## src/design/svg_pkg.sv

```systemverilog
// Shared types and constants for the sphere vertex generator.
// Used by the CORDIC cells, the post-processing pipeline and the top level.
// No dependencies.
`timescale 1ns / 1ps

package svg_pkg;

  // Register indexes of the configuration port (byte address is 4 * index).
  localparam logic [2:0] REG_RADIUS        = 3'd0;
  localparam logic [2:0] REG_RING_COUNT    = 3'd1;
  localparam logic [2:0] REG_SEGMENT_COUNT = 3'd2;
  localparam logic [2:0] REG_RING_STEP     = 3'd3;
  localparam logic [2:0] REG_SEGMENT_STEP  = 3'd4;

  localparam logic [15:0] RADIUS_RESET        = 16'd256;
  localparam logic [8:0]  RING_COUNT_RESET    = 9'd8;
  localparam logic [8:0]  SEGMENT_COUNT_RESET = 9'd8;
  localparam logic [15:0] RING_STEP_RESET     = 16'd4096;
  localparam logic [15:0] SEGMENT_STEP_RESET  = 16'd8192;

  // CORDIC runs on a 32-bit turn angle and Q2.30 data.
  localparam int ATAN_ENTRIES = 24;
  localparam int INT_FRAC     = 30;
  localparam logic signed [31:0] CORDIC_GAIN = 32'sh26DD_3B6A;
  localparam logic signed [31:0] EIGHTH_TURN = 32'sh2000_0000;

  localparam logic [31:0] ATAN_TURN32 [ATAN_ENTRIES] = '{
    32'h20000000, 32'h12E4051E, 32'h09FB385B, 32'h051111D4, 32'h028B0D43,
    32'h0145D7E1, 32'h00A2F61E, 32'h00517C55, 32'h0028BE53, 32'h00145F2F,
    32'h000A2F98, 32'h000517CC, 32'h00028BE6, 32'h000145F3, 32'h0000A2FA,
    32'h0000517D, 32'h000028BE, 32'h0000145F, 32'h00000A30, 32'h00000518,
    32'h0000028C, 32'h00000146, 32'h000000A3, 32'h00000051
  };

  localparam int POS_LIMIT = 65535;

  // Rotation state of the polar (b) and azimuth (t) CORDIC channels.
  typedef struct packed {
    logic signed [31:0] xb;
    logic signed [31:0] yb;
    logic signed [31:0] zb;
    logic signed [31:0] xt;
    logic signed [31:0] yt;
    logic signed [31:0] zt;
  } cordic_t;

  // Per-vertex control that rides along with the rotation state.
  typedef struct packed {
    logic       pole;
    logic       err;
    logic       south;
    logic [1:0] qb;
    logic [1:0] qt;
  } ctrl_t;

  typedef struct packed {
    logic signed [16:0] pos_x;
    logic signed [16:0] pos_y;
    logic signed [16:0] pos_z;
    logic signed [15:0] normal_x;
    logic signed [15:0] normal_y;
    logic signed [15:0] normal_z;
    logic signed [15:0] tangent_x;
    logic signed [15:0] tangent_z;
    logic               is_pole;
    logic               index_error;
  } vertex_t;

endpackage

```

## src/design/svg_cordic_cell.sv

```systemverilog
// One CORDIC micro-rotation for both angle channels, with its pipeline register.
// Depends on svg_pkg for the rotation state, control struct and arctangent table.
`timescale 1ns / 1ps

module svg_cordic_cell #(
  parameter int STAGE = 0
) (
  input  logic            clk,
  input  logic            rst,
  input  logic            in_valid,
  output logic            in_ready,
  input  svg_pkg::cordic_t in_dat,
  input  svg_pkg::ctrl_t   in_ctl,
  output logic            out_valid,
  input  logic            out_ready,
  output svg_pkg::cordic_t out_dat,
  output svg_pkg::ctrl_t   out_ctl
);

  localparam logic signed [31:0] ANGLE = signed'(svg_pkg::ATAN_TURN32[STAGE]);

  logic             vld;
  svg_pkg::cordic_t dat;
  svg_pkg::ctrl_t   ctl;
  svg_pkg::cordic_t dat_next;

  always_comb begin
    dat_next = in_dat;
    if (!in_dat.zb[31]) begin
      dat_next.xb = in_dat.xb - (in_dat.yb >>> STAGE);
      dat_next.yb = in_dat.yb + (in_dat.xb >>> STAGE);
      dat_next.zb = in_dat.zb - ANGLE;
    end else begin
      dat_next.xb = in_dat.xb + (in_dat.yb >>> STAGE);
      dat_next.yb = in_dat.yb - (in_dat.xb >>> STAGE);
      dat_next.zb = in_dat.zb + ANGLE;
    end
    if (!in_dat.zt[31]) begin
      dat_next.xt = in_dat.xt - (in_dat.yt >>> STAGE);
      dat_next.yt = in_dat.yt + (in_dat.xt >>> STAGE);
      dat_next.zt = in_dat.zt - ANGLE;
    end else begin
      dat_next.xt = in_dat.xt + (in_dat.yt >>> STAGE);
      dat_next.yt = in_dat.yt - (in_dat.xt >>> STAGE);
      dat_next.zt = in_dat.zt + ANGLE;
    end
  end

  assign in_ready = !vld || out_ready;

  always_ff @(posedge clk) begin
    if (rst) begin
      vld <= 1'b0;
    end else if (in_ready) begin
      vld <= in_valid;
    end
  end

  always_ff @(posedge clk) begin
    if (in_ready && in_valid) begin
      dat <= dat_next;
      ctl <= in_ctl;
    end
  end

  assign out_valid = vld;
  assign out_dat   = dat;
  assign out_ctl   = ctl;

endmodule

```

## config.mk

```make
export PLATFORM = sky130hd
export DESIGN_NAME = svg_cordic_cell
export DESIGN_NICKNAME = d
export VERILOG_FILES = /design/src/design/svg_pkg.sv /design/src/design/svg_cordic_cell.sv
export SDC_FILE = /design/constraint.sdc
export NUM_CORES = 1
export LEC_CHECK = 0
export ABC_AREA = 1
export BUFFER_PORTS_ARGS = -buffer_cell sky130_fd_sc_hd__buf_2
export CAP_MARGIN = 10
export CORE_MARGIN = 8
export CORE_UTILIZATION = 40
export CTS_CLUSTER_SIZE = 28
export DETAILED_ROUTE_END_ITERATION = 16
export PLACE_DENSITY = 0.71
export SYNTH_ARGS = -nofsm -noshare
export SYNTH_HDL_FRONTEND = slang
export SYNTH_SLANG_ARGS = --single-unit
```

## constraint.sdc

```tcl
create_clock -name clk -period 14.3 [get_ports clk]
set_input_delay 4.29 -clock clk [delete_from_list [all_inputs] [get_ports clk]]
set_output_delay 4.29 -clock clk [all_outputs]
set_load 0.005 [all_outputs]
```

* After elaboration in Yosys (flattened, before gate mapping)
Index checks and enable logic that the tools add are counted.
** Word-level totals
- Flip-flop bits (word level) :: 200
- Bits of input ports :: 203
- Output and inout port bits :: 201
- Word-level logic and storage cells :: 27
** Operators by class
- Add/subtract/negate cells :: 10
- Multiplexer cells :: 2
- Reduce and logical (&&, ||, !) cells :: 3
** Operators with widths (number)
- $mux W96 :: 2
- $sub A32 B32 Y32 :: 4
- $add A32 B31 Y32 const B :: 2
- $add A32 B32 Y32 :: 2
- $sub A32 B31 Y32 const B :: 2
- $logic_and A1 B1 Y1 :: 1
- $logic_not A1 Y1 :: 1
- $logic_or A1 B1 Y1 :: 1

* Longest topological paths before layout
Gate-level depths: netlist of run 1.
- Depth in word-level cells :: 3
- Depth in mapped cells :: 16
- Mapped depth without buffers :: 15

* Worst setup path after synthesis of run 1
No wires, ideal clock.
- Path type :: in2reg
- Start :: in in_valid
- End :: reg ctl (netlist bit out_ctl[0]), enable pin
- Setup time :: 0.819 ns
- Data arrival time :: 13.790 ns
- Data required time :: 13.481 ns
- Path slack :: -0.309 ns
- Cell stages on the path :: 2
- Path buffers :: 0
- Cell sequence :: inv_1 > a21oi_1
** On the way
- Word-level cells in the longest chain between the ends :: 1
** Ends and longest elaborated chain
- start, declared :: RTL line svg_cordic_cell.sv:10 : input logic in_valid,
- $logic_and A1 B1 Y1 :: RTL line svg_cordic_cell.sv:60 : if (in_ready && in_valid) begin
- end signal, assigned :: RTL line svg_cordic_cell.sv:62 : ctl <= in_ctl;
- end, declared :: RTL line svg_cordic_cell.sv:24 : svg_pkg::ctrl_t ctl;
Every way passes these cells.
A chain may end at the register's enable or synchronous reset.

* Worst setup path in the final report of run 1
- Start :: in out_ready
- End :: out in_ready
** On the way
- Word-level cells in the longest chain between the ends :: 1
** Ends and longest elaborated chain
- start, declared :: RTL line svg_cordic_cell.sv:15 : input logic out_ready,
- $logic_or A1 B1 Y1 :: RTL line svg_cordic_cell.sv:49 : assign in_ready = !vld || out_ready;
- end, declared :: RTL line svg_cordic_cell.sv:11 : output logic in_ready,
Every way passes these cells.

==> flow_metrics.env, run 1 <==
export IMPL_status="finished, final reports clean"
export IMPL_initialDrtViolationCount=1656
export IMPL_synth_area_leaders="edfxtp_1, nand2_1, ha_1"
export IMPL_synth_compound_area_share_pct=9.00
export IMPL_dieArea_sq_um=58700
export IMPL_antenna_left=0
export IMPL_fin_cells=4203
export IMPL_cts_hold_buf=0
export IMPL_ys_top_cells_by_count="nand2_1, inv_1, nand3_1"
export IMPL_hold_class="reg2reg"
export IMPL_end_kind="output pin"
export IMPL_synth_simple_area_share_pct=34.4
export IMPL_finalCritPeriodShare_pct=62.9
export IMPL_row_count=83
export IMPL_yosysMostFrequentCell="nand2_1"
export IMPL_dp_cells=4166
export IMPL_drv_slew=0
export IMPL_critical_path_class="in2out"
export IMPL_postSynthCellCount=3158
export IMPL_cts_max_level=4
export IMPL_place_congestion=1.00
export IMPL_coreArea_sq_um=51000
export IMPL_slew_headroom_pct=41.3
export IMPL_wire_per_inst_microns=16.8
export IMPL_wl_microns=70700
export IMPL_vias_per_cell=5.00
export IMPL_yosys_area_top_type="edfxtp_1"
export IMPL_grt_overflow=0
export IMPL_grt_usage_pct=23.6
export IMPL_synth_seq_area_share_pct=29.0
export IMPL_setup_viol=0
export IMPL_dieHeight_microns=242
export IMPL_syn_area_per_cell_sq_um=6.49
export IMPL_min_period_ns=8.99
export IMPL_grt_first_pass_wirelength_microns=110000
export IMPL_setup_ws_ns=5.31
export IMPL_fp_dieW_microns=242
export IMPL_cts_resized=0
export IMPL_synth_top_family_by_area="simple AND/OR/NAND/NOR gates"
export IMPL_synth_flop_cell="edfxtp_1"
export IMPL_crit_fanout=2
export IMPL_grt_pass1_vias=20400
export IMPL_netlist_area_sq_um=20500
export IMPL_cts_max_path_buffers=2
export IMPL_rsz0062_at_grt="no"
export IMPL_synth_warnings=0
export IMPL_hpwl_microns=59300
export IMPL_pre_cts_ws_ns=5.30
export IMPL_dr_pass1_iters=6
export IMPL_tns_ns=0
export IMPL_clkTransAtPathRegs_ns=0.08
export IMPL_synth_cell_type_count=42
export IMPL_max_cap_viol_count=0
export IMPL_portBuffers=403
export IMPL_synth_adder_area_share_pct=12.3
export IMPL_nNetsFinal=3904
export IMPL_antenna_found_initial=6
export IMPL_grt_max_degree=74
export IMPL_start_util_pct=40.2
export IMPL_postLayoutCellArea_sq_um=23600
export IMPL_drc_errors=0
export IMPL_synth_xor_area_share_pct=2.26
export IMPL_numCtsBuffers=17
export IMPL_finClkSkew_ns=0.0139
export IMPL_synth_mux_area_share_pct=0.0488
export IMPL_startpoint_type="input pin"
export IMPL_worstPathRequired_ns=10.01
export IMPL_synth_edf_count=197
export IMPL_final_hold_viol_count=0
export IMPL_tightest_slew_ns=0.881
export IMPL_worstPathArrival_ns=4.70
export IMPL_drive_gt1_share_pct=14.1
export IMPL_clock_sinks=198
export IMPL_place_area_sq_um=23000
export IMPL_cellLeakagePower_nw=12.9
export IMPL_clock_root_buffer="clkbuf_16"
export IMPL_p_per_area_nw_per_um2=83.9
export IMPL_syn_nets=3557
export IMPL_cts_tree="yes"
export IMPL_areaGrowthSynthToFinish_pct=15.1
export IMPL_clkLatencyLatePin_ns=0.50
export IMPL_io_pins=404
export IMPL_async_flop_share_pct=0
export IMPL_maxClockFrequency_mhz=111
export IMPL_postCtsSetupBuffers=0
export IMPL_vias=21000
export IMPL_ys_ff_latch=198
export IMPL_max_vdd_ir_drop_uv=92.8
export IMPL_p_total_w=0.00198
export IMPL_synth_top_area_share_pct=28.9
-- stage by stage --
stage / hold WS [ns] / utilization (%)
final: 0.544 / 46.3
after global routing: 0.574 / 46.3
after CTS: 0.548 / 46.2
after detailed placement: 0.536 / 45.0
after global placement: 0.530 / 45.0
after floorplan: 0.520 / -
-- flip-flops by register name, indices dropped and copies added (netlist names) --
name       cells
out_valid      1
out_ctl        7
out_dat      190
-- cell type report --
| cell class | count | area (sq um) |
|---|---|---|
| clock buffers | 18 | 439 |
| well taps | 680 | 851 |
| repair buffers | 410 | 2070 |
| fillers | 5391 | 27400 |
| clock inverters | 14 | 178 |
| multi-input cells | 2286 | 11900 |
| inverters | 592 | 2220 |
| flip-flops and latches | 198 | 5940 |
| diodes | 5 | 12.5 |
-- where the power goes --
part | internal (W) | switching [W] | leakage, nW | total (W)
combinational | 0.000241 | 0.000500 | 10.6 | 0.000741
sequential | 0.000715 | 0.0000143 | 1.92 | 0.000729
clock | 0.000242 | 0.000267 | 0.298 | 0.000509
-- cells in the final DEF, fill, tap and decap left out, drive strengths merged, types with 4 or more instances in the layout --
master and instances:
nand2 1078, inv 597, buf 410, nand3 287, nor2 256, edfxtp 197
ha 188, a21oi 157, o21ai 127, xor2 52, nand4 35, o21bai 33
clkbuf 18, nor3 17, and2 14, o22ai 10, fa 8, clkinv 8
or2 6, diode 5, o211ai 5, nand3b 4, a31oi 4
-- worst max-delay path: stages --
cell	delay (ns)
buf_2	0.10
inv_1	0.10
nand2_1	0.08
buf_2	0.13
-- final timing paths --
path | from | end | slack [ns] | depth (start not counted)
setup / recovery | out_ready | in_ready | 5.31 | 4
hold / removal | out_valid | out_valid | 0.54 | 2
setup reg to reg | out_valid | out_dat[88] | 11.87 | 3
hold reg to reg | out_valid | out_valid | 0.54 | 2
-- per-layer routing --
layer | up-vias | track usage (%) | part of all wire [%]
li1 | 10600 | - | -
met1 | 9571 | 28.1 | 41
met2 | 700 | 41.8 | 49
met3 | 108 | 3.96 | 6.5
met4 | 4 | 9.26 | 3.4
met5 | - | 0 | 0.038
-- kinds of logic after synthesis --
kind of cell    Yosys count
flops                   198
xor+xnor                 53
compound gates          339
buf+inv                 674
mux                       1
simple gates           1697
fa+ha+maj               196
No activity file was read; power rests on OpenSTA's default activity.
==> run 2, diff against run 1 <==
--- a/config.mk
+++ b/config.mk
@@ -12,7 +12,7 @@
 export CORE_UTILIZATION = 40
 export CTS_CLUSTER_SIZE = 28
 export DETAILED_ROUTE_END_ITERATION = 16
-export PLACE_DENSITY = 0.71
+export PLACE_DENSITY = 0.69
 export SYNTH_ARGS = -nofsm -noshare
 export SYNTH_HDL_FRONTEND = slang
 export SYNTH_SLANG_ARGS = --single-unit
==> constraint.sdc (replaced) <==
create_clock -name clk -period 8.75 [get_ports clk]
set_input_delay 2.625 -clock clk [delete_from_list [all_inputs] [get_ports clk]]
set_output_delay 2.625 -clock clk [all_outputs]
set_load 0.005 [all_outputs]
==> run 2 against run 1 <==
Effect of this change:
- global-route usage is 0.13 points lower
- first-iteration DRC count is 3.9% higher
- utilization is 0.096 points higher
- critical path depth stayed put
- register-to-register slack worse by 5.3 ns
- hold slack worse by 0.012 ns
- clock skew hardly changed
==> flow_metrics.env, run 2 (same netlist as run 1, synthesis figures left out) <==
export IMPL_status="finished, final reports clean"
export IMPL_final_hold_viol_count=0
export IMPL_min_period_ns=5.67
export IMPL_path_cells="buf_2 -> inv_1 -> nand2_1 -> buf_2"
export IMPL_antenna_left=0
export IMPL_max_cap_viol_count=0
export IMPL_cts_max_level=4
export IMPL_portBuffers=403
export IMPL_antenna_found_initial=8
export IMPL_worstPathArrival_ns=3.05
export IMPL_critical_path_class="in2out"
export IMPL_io_pins=404
export IMPL_crit_top_cell="buf_2"
export IMPL_critPathSlowestCell="buf_2"
export IMPL_mostFrequentLayoutCells="nand2_1, inv_1, buf_2"
export IMPL_vias=21100
export IMPL_grt_max_degree=96
export IMPL_numCtsBuffers=17
export IMPL_tightest_slew_ns=1.04
export IMPL_place_congestion=1.00
export IMPL_dieHeight_microns=242
export IMPL_dieArea_sq_um=58700
export IMPL_final_util_pct=46.4
export IMPL_initialDrtViolationCount=1720
export IMPL_cts_resized=0
export IMPL_cts_max_path_buffers=2
export IMPL_startpoint="out_ready"
export IMPL_grt_overflow=0
export IMPL_wl_microns=70500
export IMPL_coreArea_sq_um=51000
export IMPL_tns_ns=0
export IMPL_clkTransAtPathRegs_ns=0.09
export IMPL_grt_first_pass_wirelength_microns=109000
export IMPL_hp_start="out_valid"
export IMPL_startpoint_type="input pin"
export IMPL_setup_viol=0
export IMPL_clock_root_buffer="clkbuf_16"
export IMPL_cts_tree="yes"
export IMPL_largest_reg_flops=190
export IMPL_slowest_delay_ns=0.13
export IMPL_start_util_pct=40.2
export IMPL_crit_fanout=2
export IMPL_nNetsFinal=3904
export IMPL_cts_hold_buf=0
export IMPL_wire_per_inst_microns=16.8
export IMPL_clock_sinks=198
export IMPL_postCtsSetupBuffers=0
export IMPL_r2r_start="out_valid"
export IMPL_grt_pass1_vias=20300
export IMPL_dr_pass1_iters=6
export IMPL_drive_gt1_share_pct=14.1
export IMPL_vias_per_cell=5.01
export IMPL_hold_class="reg2reg"
export IMPL_fp_dieW_microns=242
export IMPL_drc_errors=0
export IMPL_slew_headroom_pct=30.8
export IMPL_clkLatencyLatePin_ns=0.49
export IMPL_areaGrowthSynthToFinish_pct=15.3
export IMPL_hpwl_microns=59000
export IMPL_final_common_cell="nand2_1"
export IMPL_finalCritPeriodShare_pct=64.8
export IMPL_grt_usage_pct=23.4
export IMPL_end_kind="output pin"
export IMPL_cellLeakagePower_nw=12.9
export IMPL_fillers=5381
export IMPL_p_per_area_nw_per_um2=138
export IMPL_worst_hold_slack_ns=0.532
export IMPL_max_vdd_ir_drop_uv=155
export IMPL_worstPathRequired_ns=6.12
export IMPL_maxClockFrequency_mhz=176
export IMPL_row_count=83
export IMPL_drv_slew=0
export IMPL_rsz0062_at_grt="no"
export IMPL_finClkSkew_ns=0.0135
-- run 2: cell count changes in the layout (fill, tap and decap cells not counted), sizes merged --
cell and change:
clkbuf -1, clkinv -2, clkinvlp -1, diode +3, inv +4
-- run 2: per-layer routing --
layer  GRT usage (%)  part of all wire, %  up-vias
li1                -                    -    10600
met1            28.4                   41     9594
met2            41.3                   49      737
met3            3.89                  6.5      115
met4            8.67                  3.3        4
met5               0                0.031        -
-- run 2: report_power, final --
part           switching [W]  internal, W  leakage [nW]  total, W
registers          0.0000216      0.00117          1.92   0.00119
clock network       0.000462     0.000405         0.310  0.000867
logic               0.000817     0.000395          10.7   0.00121
-- run 2: metrics by stage --
stage | instance area (sq um) | setup WS [ns] | cells | total power [W]
finish | 23600 | 3.08 | 4206 | 0.00327
detailed placement | 23000 | 3.07 | 4166 | 0.00241
floorplan | 20500 | 2.31 | 3158 | 0.00199
CTS | 23600 | 3.07 | 4198 | 0.00329
global placement | 23000 | 3.07 | 4166 | 0.00240
global route | 23600 | 3.05 | 4203 | 0.00348
-- run 2: cell type report --
type	instances	area, sq um	area share [%]
sequential	198	5940	25.1
antenna	8	20.0	0.0847
timing repair buffer	410	2080	8.81
clock inverter	15	220	0.931
multi-input combinational	2286	11900	50.3
clock buffer	17	425	1.80
tap	680	851	3.60
inverter	592	2220	9.40
-- run 2: critical path: cells and delay by family --
family | cells | cell delay, ns
buffers and inverters | 3 | 0.34
and+or+nand+nor | 1 | 0.08
-- run 2: path summary, 6_finish.rpt --
path | to | slack, ns | cells past startpoint
max | in_ready | 3.08 | 4
min | out_valid | 0.53 | 2
max reg2reg | out_dat[183] | 6.59 | 2
min reg2reg | out_valid | 0.53 | 2
